<file path="src/rtl/fsp_ram.sv">
// generic simple dual-port ram, one write and one registered read port
module fsp_ram #(
    parameter int WIDTH = 1,
    parameter int DEPTH = 1024,
    localparam int AW   = $clog2(DEPTH)
) (
    input  logic             clk,
    input  logic             we,
    input  logic [AW-1:0]    waddr,
    input  logic [WIDTH-1:0] wdata,
    input  logic [AW-1:0]    raddr,
    output logic [WIDTH-1:0] rdata
);

    logic [WIDTH-1:0] mem [DEPTH];
    logic [WIDTH-1:0] rdata_reg;

    always_ff @(posedge clk)
    begin
        if (we)
        begin
            mem[waddr] <= wdata;
        end
        rdata_reg <= mem[raddr];
    end

    assign rdata = rdata_reg;

endmodule

</file>
<file path="config.mk">
export PLATFORM = sky130hd
export DESIGN_NAME = fsp_ram
export DESIGN_NICKNAME = d
export VERILOG_FILES = /design/src/rtl/fsp_ram.sv
export SDC_FILE = /design/constraint.sdc
export NUM_CORES = 1
export LEC_CHECK = 0
export BUFFER_PORTS_ARGS = -buffer_cell sky130_fd_sc_hd__buf_2
export CAP_MARGIN = 20
export CORE_UTILIZATION = 41
export CTS_CLUSTER_DIAMETER = 80
export CTS_CLUSTER_SIZE = 8
export DETAILED_ROUTE_END_ITERATION = 8
export GPL_TIMING_DRIVEN = 0
export HOLD_SLACK_MARGIN = 0.05
export SLEW_MARGIN = 20
export SYNTH_ARGS = -nofsm -noshare
export SYNTH_HDL_FRONTEND = slang
export SYNTH_SLANG_ARGS = --single-unit
</file>
<file path="constraint.sdc">
create_clock -name clk -period 3 [get_ports clk]
set_input_delay 0.3 -clock clk [delete_from_list [all_inputs] [get_ports clk]]
set_output_delay 0.3 -clock clk [all_outputs]
set_load 0.01 [all_outputs]
</file>
==> results.sh <==
export IMPL_syn_area_per_cell_sq_um=14.3
export IMPL_placed_cell_area_sq_mm=0.0468
export IMPL_power_density_mw_per_mm2=641
export IMPL_synth_top_area_share_pct=68.9
export IMPL_critPathSlowestCell="nor2b_1"
export IMPL_h_tree_depth=4
export IMPL_outcome="complete, but fails checks"
export IMPL_clock_sinks=1025
export IMPL_vias=29800
export IMPL_antenna_found_initial=4
export IMPL_ys_top_cells_by_area="edfxtp_1, mux4_2, nor2_1"
export IMPL_syn_area_sq_mm=0.0447
export IMPL_drt_total_wl_microns=163000
export IMPL_r2r_cells=7
export IMPL_fin_nets=3316
export IMPL_finalHoldViolCount=0
export IMPL_fin_worst_skew_ps=24.2
export IMPL_drt_iter0_drc=5482
export IMPL_required_ps=3620
export IMPL_crit_fanout=9
export IMPL_syn_to_final_growth_pct=14.4
export IMPL_syn_nets=3135
export IMPL_ctsRootBufferMaster="clkbuf_16"
export IMPL_ys_seq_elements=1025
export IMPL_drive_gt1_share_pct=15.9
export IMPL_start_util_pct=41.5
export IMPL_io_buffers=20
export IMPL_cp_start_kind="input port"
export IMPL_grt_pass1_wl_microns=220000
export IMPL_fin_crit_sh_pct=105
export IMPL_synth_xor_area_share_pct=0
export IMPL_cts_buffers=146
export IMPL_num_rows=120
export IMPL_clk_insertion_delay_late_ps=760
export IMPL_power_frac_seq_pct=48.2
export IMPL_die_height_microns=332
export IMPL_p_clk_share_pct=45.5
export IMPL_synthAdderAreaFrac_pct=0
export IMPL_fin_util_pct=47.5
export IMPL_tns_ps=-138
export IMPL_grt_ovfl_total=0
export IMPL_clock_path_buffers=3
export IMPL_ir_drop_mv=0.496
export IMPL_ios=24
export IMPL_critPathArrivalTime_ps=3760
export IMPL_cp_startpoint="raddr[5]"
export IMPL_largest_register_ffs=1024
export IMPL_cts_tree="yes"
export IMPL_drt_first_pass_iters=6
export IMPL_gr_usage_all_layers_pct=29.2
export IMPL_setup_worst_path_end_class="register"
export IMPL_die_x_microns=332
export IMPL_cp_depth=8
export IMPL_preCtsSetupSlack_ps=-2140
export IMPL_ys_seq_area_share_pct=68.9
export IMPL_yosys_warnings=0
export IMPL_synthMuxAreaShare_pct=13.7
export IMPL_switchingPower_mw=7.57
export IMPL_total_leakage_power_nw=15.4
export IMPL_hold_start="waddr[3]"
export IMPL_cp_slowest_stage_delay_ps=870
export IMPL_hold_class="in -> reg"
export IMPL_synth_edff_count=1024
export IMPL_layout_common_cells="nor2_1, edfxtp_1, mux4_2"
export IMPL_yosysTopAreaCell="edfxtp_1"
export IMPL_synth_compound_area_share_pct=2.83
export IMPL_drc=0
export IMPL_cpLargestDelayFamily="simple AND/OR/NAND/NOR gates"
export IMPL_vias_per_cell=6.32
export IMPL_relSlewSlack_pct=9.86
export IMPL_min_period_ps=3140
export IMPL_postRouteAntennaNets=0
export IMPL_setup_slack_ps=-138
export IMPL_ys_types=56
export IMPL_sw_frac_of_total_pct=23.1
export IMPL_violations="setup timing"
export IMPL_wl_per_cell_microns=34.5
export IMPL_netlist_instances=3112
export IMPL_drv_slew=0
export IMPL_design_area_sq_mm=0.0511
export IMPL_synth_top_family_by_area="multiplexers"
export IMPL_total_power_mw=32.8
export IMPL_synthArstFlopShare_pct=0
export IMPL_dieArea_sq_mm=0.110
export IMPL_path_buf_inv=1
export IMPL_max_freq_ghz=0.319
export IMPL_crit_chain="clkbuf_1, nor2b_1, nand2_1, a21oi_1, nor3_1, a311oi_4, o311ai_2, o2111ai_4"
export IMPL_combPwrFrac_pct=6.3
export IMPL_layout_commonest_cell="nor2_1"
export IMPL_worstSetupPathType="in -> reg"
export IMPL_setup_viol=1
export IMPL_dp_hpwl_microns=101000
export IMPL_grt_pass1_vias=28300
export IMPL_tightest_slew_ps=1350
export IMPL_internal_power_mw=25.2
export IMPL_synth_ff_type="edfxtp_1"
export IMPL_worst_r2r_startpoint="mem[437]$_DFFE_PP_"
export IMPL_synth_simple_gate_area_share_pct=11.2
export IMPL_drv_cap=0
export IMPL_grt_max_degree=162
export IMPL_clk_pin_slew_ps=50
export IMPL_core_sq_mm=0.108
export IMPL_gp_congestion=0.968
export IMPL_holdPathStages=4
[tightest hold or removal path, stage by stage]
cell     delay (ps)
buf_2           100
nor3_2          110
nand2_1         130
nor2_1           60
[worst paths after layout]
kind / slack, ps / to
worst max-delay path: -140 / rdata$_DFF_P_
worst min-delay path: 120 / mem[673]$_DFFE_PP_
worst max register to register: 130 / rdata$_DFF_P_
worst min register to register: 1350 / rdata$_DFF_P_
[area by class of cell]
cell class                      instances  area [sq um]
Antenna cell                            3          7.51
Multi-Input combinational cell       1778         12600
Inverter                                6          27.5
Clock inverter                         11           153
Buffer                                302          1660
Timing Repair Buffer                   34           392
Sequential cell                      1025         30800
Fill cell                            9394         56400
Clock buffer                          157          3780
Tap cell                             1403          1760
[power by group through the flow]
stage / logic (mW) / clock network, mW / registers [mW]
global placement: 1.87 / 0 / 16.3
floorplan: 0.912 / 0 / 16.1
global route: 2.06 / 15.4 / 15.8
CTS: 1.94 / 14.9 / 15.8
detailed placement: 1.91 / 0 / 16.1
finish: 2.06 / 14.9 / 15.8
[cells by family (layout without fill, tap and decap cells)]
kind of cell | count (synthesis) | in the layout
other cells | 0 | 3
compound gates | 178 | 178
mux | 340 | 340
flops | 1025 | 1025
simple gates | 1260 | 1260
buf+inv | 309 | 510
[synth_stat cells (10+ instances only)]
library cell and number:
mux4_2 200, o22ai_1 28, buf_1 57, nand2_1 86
nand4_1 10, mux2i_1 123, edfxtp_1 1024, nor3_1 37
o221ai_1 49, nor2b_1 11, clkbuf_1 186, nand3_1 37
a22oi_1 17, mux4_1 14, buf_6 18, buf_2 19
buf_4 13, o21ai_0 11, nor2_1 1036, a21oi_1 37
[layer usage]
layer	global-route usage, %	share of wire, %	up-vias
li1	-	-	11800
met1	37.7	37	15300
met2	44.7	45	2149
met3	9.20	13	512
met4	14.1	5.5	2
met5	0	0.012	-
[stage by stage]
step,hold slack [ps],cells
3_3_place_gp,723,4535
4_1_cts,155,4715
6_report,122,4719
3_5_place_dp,709,4546
5_1_grt,149,4716
2_1_floorplan,399,3112
[repair_timing]
item / in CTS / in global routing
resized for setup: 54 / 47
hold endpoints to repair: 69 / 0
setup buffers: 0 / 0
pin swaps: 0 / 2
hold buffers: 1 / 0
endpoints found under the setup margin: 1 / 1
No activity file was read; power rests on OpenSTA's default activity.
