[src/rtl/fsp_pkg.sv]
// shared types, constants and the report word selection for the read-file profiler
package fsp_pkg;

    localparam int MAX_READ_LEN = 1024;
    localparam int MARK_AW      = $clog2(MAX_READ_LEN);
    localparam int SYMBOLS      = 256;
    localparam int IDX_W        = 5;
    localparam int WORD_W       = 64;
    localparam int POS_W        = 32;

    localparam logic [7:0] CHAR_NL  = 8'h0A;
    localparam logic [7:0] CHAR_N   = 8'h4E;
    localparam logic [7:0] CHAR_DOT = 8'h2E;

    localparam logic [2:0] PLUS_PLAIN_LEN = 3'd3;
    localparam logic [2:0] PLUS_SAT       = 3'd4;

    // report word indexes
    localparam logic [IDX_W-1:0] RPT_HDR_MAP   = 5'd0;
    localparam logic [IDX_W-1:0] RPT_BASE_MAP  = 5'd4;
    localparam logic [IDX_W-1:0] RPT_QUAL_MAP  = 5'd8;
    localparam logic [IDX_W-1:0] RPT_HDR_CNT   = 5'd12;
    localparam logic [IDX_W-1:0] RPT_BASE_CNT  = 5'd13;
    localparam logic [IDX_W-1:0] RPT_QUAL_CNT  = 5'd14;
    localparam logic [IDX_W-1:0] RPT_READ_CNT  = 5'd15;
    localparam logic [IDX_W-1:0] RPT_HDR_LONG  = 5'd16;
    localparam logic [IDX_W-1:0] RPT_QUAL_LONG = 5'd17;
    localparam logic [IDX_W-1:0] RPT_FLAGS     = 5'd18;
    localparam logic [IDX_W-1:0] RPT_LAST      = RPT_FLAGS;

    typedef enum logic [1:0] {
        LINE_HEADER,
        LINE_BASES,
        LINE_PLUS,
        LINE_QUALITY
    } line_kind_t;

    typedef enum logic [1:0] {
        CHK_WAIT_N,
        CHK_TRACK,
        CHK_FAILED
    } check_mode_t;

    typedef enum logic [1:0] {
        PH_RUN,
        PH_REPORT,
        PH_CLEAR
    } phase_t;

    typedef struct packed {
        logic [SYMBOLS-1:0] header_seen;
        logic [SYMBOLS-1:0] base_seen;
        logic [SYMBOLS-1:0] quality_seen;
        logic [WORD_W-1:0]  header_count;
        logic [WORD_W-1:0]  base_count;
        logic [WORD_W-1:0]  quality_count;
        logic [WORD_W-1:0]  read_count;
        logic [POS_W-1:0]   longest_header;
        logic [POS_W-1:0]   longest_quality;
        logic               extra_header;
        logic               varying_length;
        logic               score_mismatch;
    } stats_t;

    localparam stats_t STATS_INIT = '{
        header_seen:     '0,
        base_seen:       '0,
        quality_seen:    '0,
        header_count:    '0,
        base_count:      '0,
        quality_count:   '0,
        read_count:      '0,
        longest_header:  32'd1,
        longest_quality: 32'd1,
        extra_header:    1'b1,
        varying_length:  1'b0,
        score_mismatch:  1'b0
    };

    typedef struct packed {
        logic               en;
        logic [MARK_AW-1:0] addr;
        logic               data;
    } mark_wr_t;

    function automatic logic [WORD_W-1:0] report_word(input stats_t s,
                                                       input logic [IDX_W-1:0] idx);
        logic [WORD_W-1:0] w;
        w = '0;
        priority if (idx < RPT_BASE_MAP)
            w = s.header_seen[WORD_W*idx[1:0] +: WORD_W];
        else if (idx < RPT_QUAL_MAP)
            w = s.base_seen[WORD_W*idx[1:0] +: WORD_W];
        else if (idx < RPT_HDR_CNT)
            w = s.quality_seen[WORD_W*idx[1:0] +: WORD_W];
        else if (idx == RPT_HDR_CNT)
            w = s.header_count;
        else if (idx == RPT_BASE_CNT)
            w = s.base_count;
        else if (idx == RPT_QUAL_CNT)
            w = s.quality_count;
        else if (idx == RPT_READ_CNT)
            w = s.read_count;
        else if (idx == RPT_HDR_LONG)
            w = {{(WORD_W-POS_W){1'b0}}, s.longest_header};
        else if (idx == RPT_QUAL_LONG)
            w = {{(WORD_W-POS_W){1'b0}}, s.longest_quality};
        else if (idx == RPT_FLAGS)
            w = {{(WORD_W-3){1'b0}}, s.score_mismatch, s.varying_length, s.extra_header};
        else
            w = '0;
        return w;
    endfunction

endpackage

[src/rtl/fsp_parser.sv]
// line parser: walks the four line kinds and keeps bitmaps, counts and flags
module fsp_parser
    import fsp_pkg::*;
(
    input  logic               clk,
    input  logic               rst_n,
    input  logic               accept,
    input  logic [7:0]         data_byte,
    input  logic               clear,
    input  logic               mark_rd,
    output logic [MARK_AW-1:0] mark_raddr,
    output mark_wr_t           mark_wr,
    output stats_t             stats
);

    line_kind_t       line_kind_reg, line_kind_next;
    check_mode_t      check_mode_reg, check_mode_next;
    logic [POS_W-1:0] line_pos_reg, line_pos_next;
    logic [2:0]       plus_cnt_reg, plus_cnt_next;
    logic [7:0]       low_sym_reg, low_sym_next;
    logic             in_range_reg, in_range_next;
    stats_t           stats_reg, stats_next;

    logic [POS_W-1:0] pos_inc;
    logic [2:0]       plus_sat;
    logic             is_nl;
    logic             mark;

    assign pos_inc  = line_pos_reg + 32'd1;
    assign plus_sat = (plus_cnt_reg < PLUS_SAT) ? plus_cnt_reg + 3'd1 : plus_cnt_reg;
    assign is_nl    = (data_byte == CHAR_NL);
    // marks beyond the memory read as zero
    assign mark     = mark_rd & in_range_reg;

    always_comb
    begin
        line_kind_next  = line_kind_reg;
        check_mode_next = check_mode_reg;
        line_pos_next   = line_pos_reg;
        plus_cnt_next   = plus_cnt_reg;
        low_sym_next    = low_sym_reg;
        stats_next      = stats_reg;
        if (clear)
        begin
            line_kind_next  = LINE_HEADER;
            check_mode_next = CHK_WAIT_N;
            line_pos_next   = '0;
            plus_cnt_next   = '0;
            low_sym_next    = '0;
            stats_next      = STATS_INIT;
        end
        else if (accept)
        begin
            unique case (line_kind_reg)
                LINE_HEADER:
                begin
                    line_pos_next = pos_inc;
                    if (stats_reg.longest_header < pos_inc)
                        stats_next.longest_header = pos_inc;
                    if (is_nl)
                    begin
                        line_kind_next = LINE_BASES;
                        line_pos_next  = '0;
                    end
                    else
                    begin
                        stats_next.header_count = stats_reg.header_count + 64'd1;
                        stats_next.header_seen[data_byte] = 1'b1;
                    end
                end
                LINE_BASES:
                begin
                    line_pos_next = pos_inc;
                    if (is_nl)
                        line_kind_next = LINE_PLUS;
                    else
                    begin
                        stats_next.base_count = stats_reg.base_count + 64'd1;
                        stats_next.base_seen[data_byte] = 1'b1;
                    end
                end
                LINE_PLUS:
                begin
                    plus_cnt_next = plus_sat;
                    if (is_nl)
                    begin
                        // a plus line of exactly two bytes before its newline clears the extra header flag
                        if (plus_sat == PLUS_PLAIN_LEN)
                            stats_next.extra_header = 1'b0;
                        plus_cnt_next  = '0;
                        line_kind_next = LINE_QUALITY;
                        line_pos_next  = '0;
                    end
                end
                LINE_QUALITY:
                begin
                    unique case (check_mode_reg)
                        CHK_WAIT_N:
                        begin
                            if (mark)
                            begin
                                if (stats_reg.quality_seen[data_byte])
                                begin
                                    stats_next.score_mismatch = 1'b1;
                                    check_mode_next = CHK_FAILED;
                                end
                                else
                                begin
                                    low_sym_next    = data_byte;
                                    check_mode_next = CHK_TRACK;
                                end
                            end
                        end
                        CHK_TRACK:
                        begin
                            if ((data_byte == low_sym_reg) != mark)
                            begin
                                stats_next.score_mismatch = 1'b1;
                                check_mode_next = CHK_FAILED;
                            end
                        end
                        default:
                        begin
                            check_mode_next = check_mode_reg;
                        end
                    endcase
                    line_pos_next = pos_inc;
                    if (stats_reg.longest_quality < pos_inc)
                        stats_next.longest_quality = pos_inc;
                    stats_next.quality_seen[data_byte] = 1'b1;
                    if (is_nl)
                    begin
                        stats_next.read_count = stats_reg.read_count + 64'd1;
                        line_kind_next = LINE_HEADER;
                        if (pos_inc != stats_next.longest_quality)
                            stats_next.varying_length = 1'b1;
                        line_pos_next = '0;
                    end
                    else
                    begin
                        stats_next.quality_count = stats_reg.quality_count + 64'd1;
                    end
                end
                default:
                begin
                    line_kind_next = line_kind_reg;
                end
            endcase
        end
    end

    // read address runs one byte ahead so the mark is ready when the byte arrives
    assign in_range_next = (line_pos_next < POS_W'(MAX_READ_LEN));
    assign mark_raddr    = line_pos_next[MARK_AW-1:0];

    always_comb
    begin
        mark_wr.en   = accept && !clear && (line_kind_reg == LINE_BASES) && !is_nl
                       && (line_pos_reg < POS_W'(MAX_READ_LEN));
        mark_wr.addr = line_pos_reg[MARK_AW-1:0];
        mark_wr.data = (data_byte == CHAR_N) || (data_byte == CHAR_DOT);
    end

    always_ff @(posedge clk or negedge rst_n)
    begin
        if (!rst_n)
        begin
            line_kind_reg  <= LINE_HEADER;
            check_mode_reg <= CHK_WAIT_N;
            line_pos_reg   <= '0;
            plus_cnt_reg   <= '0;
            low_sym_reg    <= '0;
            in_range_reg   <= 1'b1;
            stats_reg      <= STATS_INIT;
        end
        else
        begin
            line_kind_reg  <= line_kind_next;
            check_mode_reg <= check_mode_next;
            line_pos_reg   <= line_pos_next;
            plus_cnt_reg   <= plus_cnt_next;
            low_sym_reg    <= low_sym_next;
            in_range_reg   <= in_range_next;
            stats_reg      <= stats_next;
        end
    end

    assign stats = stats_reg;

endmodule

[config.mk]
export PLATFORM = sky130hd
export DESIGN_NAME = fsp_parser
export DESIGN_NICKNAME = d
export VERILOG_FILES = /design/src/rtl/fsp_pkg.sv /design/src/rtl/fsp_parser.sv
export SDC_FILE = /design/constraint.sdc
export NUM_CORES = 2
export LEC_CHECK = 0
export BUFFER_PORTS_ARGS = -buffer_cell sky130_fd_sc_hd__buf_2
export CORE_AREA = 3 3 433 435
export DETAILED_ROUTE_END_ITERATION = 10
export DIE_AREA = 0 0 436 438
export PLACE_DENSITY = 0.51
export SETUP_SLACK_MARGIN = 0.5
export SYNTH_ARGS = -nofsm -noshare
export SYNTH_HDL_FRONTEND = slang
export SYNTH_SLANG_ARGS = --single-unit
[constraint.sdc]
create_clock -name clk -period 8.75 [get_ports clk]
set_clock_uncertainty 0.2 [all_clocks]
set_input_delay 1.3125 -clock clk [delete_from_list [all_inputs] [get_ports clk]]
set_output_delay 1.3125 -clock clk [all_outputs]
set_load 0.02 [all_outputs]
==> flow_summary.yaml <==
outcome:
  outcome: "finished, final reports clean"
min_path:
  hold_class: "reg -> reg"
global_route:
  gr-total-overflow: 0
  grt_usage_pct: 24.50
  grt_antenna_before_repair: 6
  grt_pass1_vias: 44371
  grt_pass1_wl_um: 343900
  grt_max_degree: 211
place:
  post_dp_cell_area_um2: 59990
  dp_slack_ps: 2899
  dp.final_hpwl_um: 168900
  placed_cells: 8227
  gp_congestion: 0.9287
  port_buffers: 1125
synthesis:
  syn_avg_cell_area_um2: 10.42
  synth_area_leaders: "dfrtp_1, nor2_1, a31oi_1"
  synth_area_um2: 52090
  synthFlopType: "dfrtp_1"
  synth_edf_count: 0
  yosysSeqAreaShare_pct: 54.72
  yosysWarnings: 0
  ys_types: 86
  synth_nets: 5082
  async_reset_ff_share_pct: 100.0
  synth_top_cell_by_area: "dfrtp_1"
  synth_cells: 5001
  synth_top_area_share_pct: 54.52
  ys_ff_latch: 1139
finish:
  drive_above_1_share_pct: 26.27
  fin_nets: 5983
  largest_reg_flops: 1091
  finalInstanceArea_um2: 64510
  layout_common_cells: "dfrtp_1, buf_2, nor2_1"
  layoutNonFillerInstCount: 8473
  fillers: 18847
  area_delta_synth_final_pct: 23.84
  layout_commonest_cell: "dfrtp_1"
power:
  p_leak_nw: 30.64
  p_total_mw: 12.19
  power.density_nw_per_um2: 189.0
  max-vdd-ir-drop_mv: 0.1349
setup_path:
  path_cells: "buf_4 > and4bb_4 > and2_1 > o21ai_0 > and2_1 > o21ai_0 > o21ai_0 > buf_2"
  worst-endpoint-arrival_ps: 4300
  crit_top_cell: "o21ai_0"
  required_ps: 7240
  slowest_stage: "and4bb_4"
  crit_path_end_kind: "output pin"
  max_stage_delay_ps: 900
  path_max_fanout: 40
  start_kind: "input port"
  path_class: "in -> out"
timing:
  fin_ws_ps: 2934
  timing.fmax_ghz: 0.1719
  setup_viol: 0
  tightest_slew_ps: 1193
  min_period_ps: 5816
  rsz0062_at_grt: "no"
  maxSlewViolCount: 0
  hold_viol_final: 0
  finalCritPeriodShare_pct: 66.47
  slew_headroom_pct: 20.28
  setup-tns-final_ps: 0
drt:
  vias: 45902
  firstDrtPassIters: 5
  ant_nets: 0
  viasPerCell: 5.417
  drcViolationCount: 0
  drt-initial-drc-count: 3990
  wirelength_um: 242300
  wire_per_inst_um: 28.60
cts:
  clockBufferDepth: 3
  cts_sinks: 1139
  root_buffer: "clkbuf_16"
  cts_resized: 0
  cts_setup_buffers: 0
  cts_tree: "yes"
  htree_levels: 4
  insertion_delay_ps: 800
  clkSlewWorstSetupHoldPaths_ps: 50
  ctsHoldBuffers: 0
  cts_inserted_buffers: 137
die:
  die-area_um2: 191000
  rows: 157
  boundaryPins: 1126
  initial_core_util_pct: 28.39
  die_w_um: 436
  core_area_um2: 183500
  die_h_um: 438
job:
  maxCapViolations: 0
[cell type report]
type | count | area, um^2 | area share [%]
clock buffer | 204 | 3921 | 6.078
antenna | 3 | 7.507 | 0.01164
timing repair buffer | 1207 | 6375 | 9.882
clock inverter | 39 | 593.1 | 0.9193
tap | 2464 | 3083 | 4.779
sequential | 1139 | 28510 | 44.19
multi-input combinational | 3217 | 21270 | 32.96
inverter | 200 | 758.2 | 1.175
[final timing paths]
kind / startpoint / to / slack, ps / cells past startpoint
worst max-delay path: data_byte[1] / mark_raddr[3] / 2930 / 8
worst min-delay path: stats[2]$_DFFE_PN1P_ / stats[2]$_DFFE_PN1P_ / 280 / 2
worst max register to register: line_pos_reg[0]$_DFF_PN0_ / stats[37]$_DFFE_PN0P_ / 3100 / 13
worst min register to register: stats[2]$_DFFE_PN1P_ / stats[2]$_DFFE_PN1P_ / 280 / 2
max in group asynchronous: rst_n / stats[712]$_DFFE_PN0P_ / 5920 / 3
min in group asynchronous: rst_n / line_pos_reg[3]$_DFF_PN0_ / 300 / 1
[power breakdown]
group / internal, mW / switching (mW)
Clock: 3.32 / 2.47
Combinational: 0.197 / 0.886
Sequential: 5.29 / 0.0288
Total: 8.81 / 3.39
[cells in the mapped netlist (8+ instances only)]
library cell  count
o2111ai_1        10
dfrtp_1        1135
mux2_2           22
xnor2_1         126
nand3_1         115
buf_2            22
nor2b_1          53
o2bb2ai_1       246
nor3_1           50
and2_1           29
a31oi_1         423
or2_2            11
buf_4            24
o32ai_1         144
nor4_1           39
o311a_1           9
mux4_2           69
xor2_1          139
nor2_1          776
a22oi_1          12
nand2_1         287
nand2b_1         20
inv_1           198
mux2_1           11
or4_1            14
and4_1           32
o211ai_1         10
a21o_1           15
o21ai_0          73
clkbuf_1        376
or3_1            52
buf_1            17
mux2i_1          13
and3_1           48
ha_1             68
a211oi_1          8
nand4_1          82
a21oi_1          95
[per-layer routing]
layer  GRT usage, %  vias to the layer above  part of all wire (%)
li1               -                    19766                     -
met1          30.26                    23750                    39
met2          39.19                     1888                    47
met3          5.852                      498                   7.0
met4          14.08                        0                   6.8
met5              0                        -                     0
[logic make-up after synthesis]
logic type / synth area share (%)
buffers and inverters: 4.948
flip-flops: 54.72
multiplexers: 3.946
adder cells (fa/ha/maj): 1.633
AO/OA/AOI/OAI: 15.65
AND/OR/NAND/NOR: 14.52
XOR/XNOR: 4.573
[worst max-delay path: cells and delay by family]
family | cells | cell delay (ps)
buf+inv | 2 | 720
simple gates | 3 | 1630
compound gates | 3 | 570
[metrics by stage]
step | hold WS, ps | util, %
floorplan | 283.3 | -
global placement | 267.3 | 32.70
detailed placement | 268.2 | 32.70
CTS | 248.3 | 35.16
global route | 278.3 | 35.16
finish | 280.8 | 35.16
Note: power is estimated with default switching activity, not from simulation.
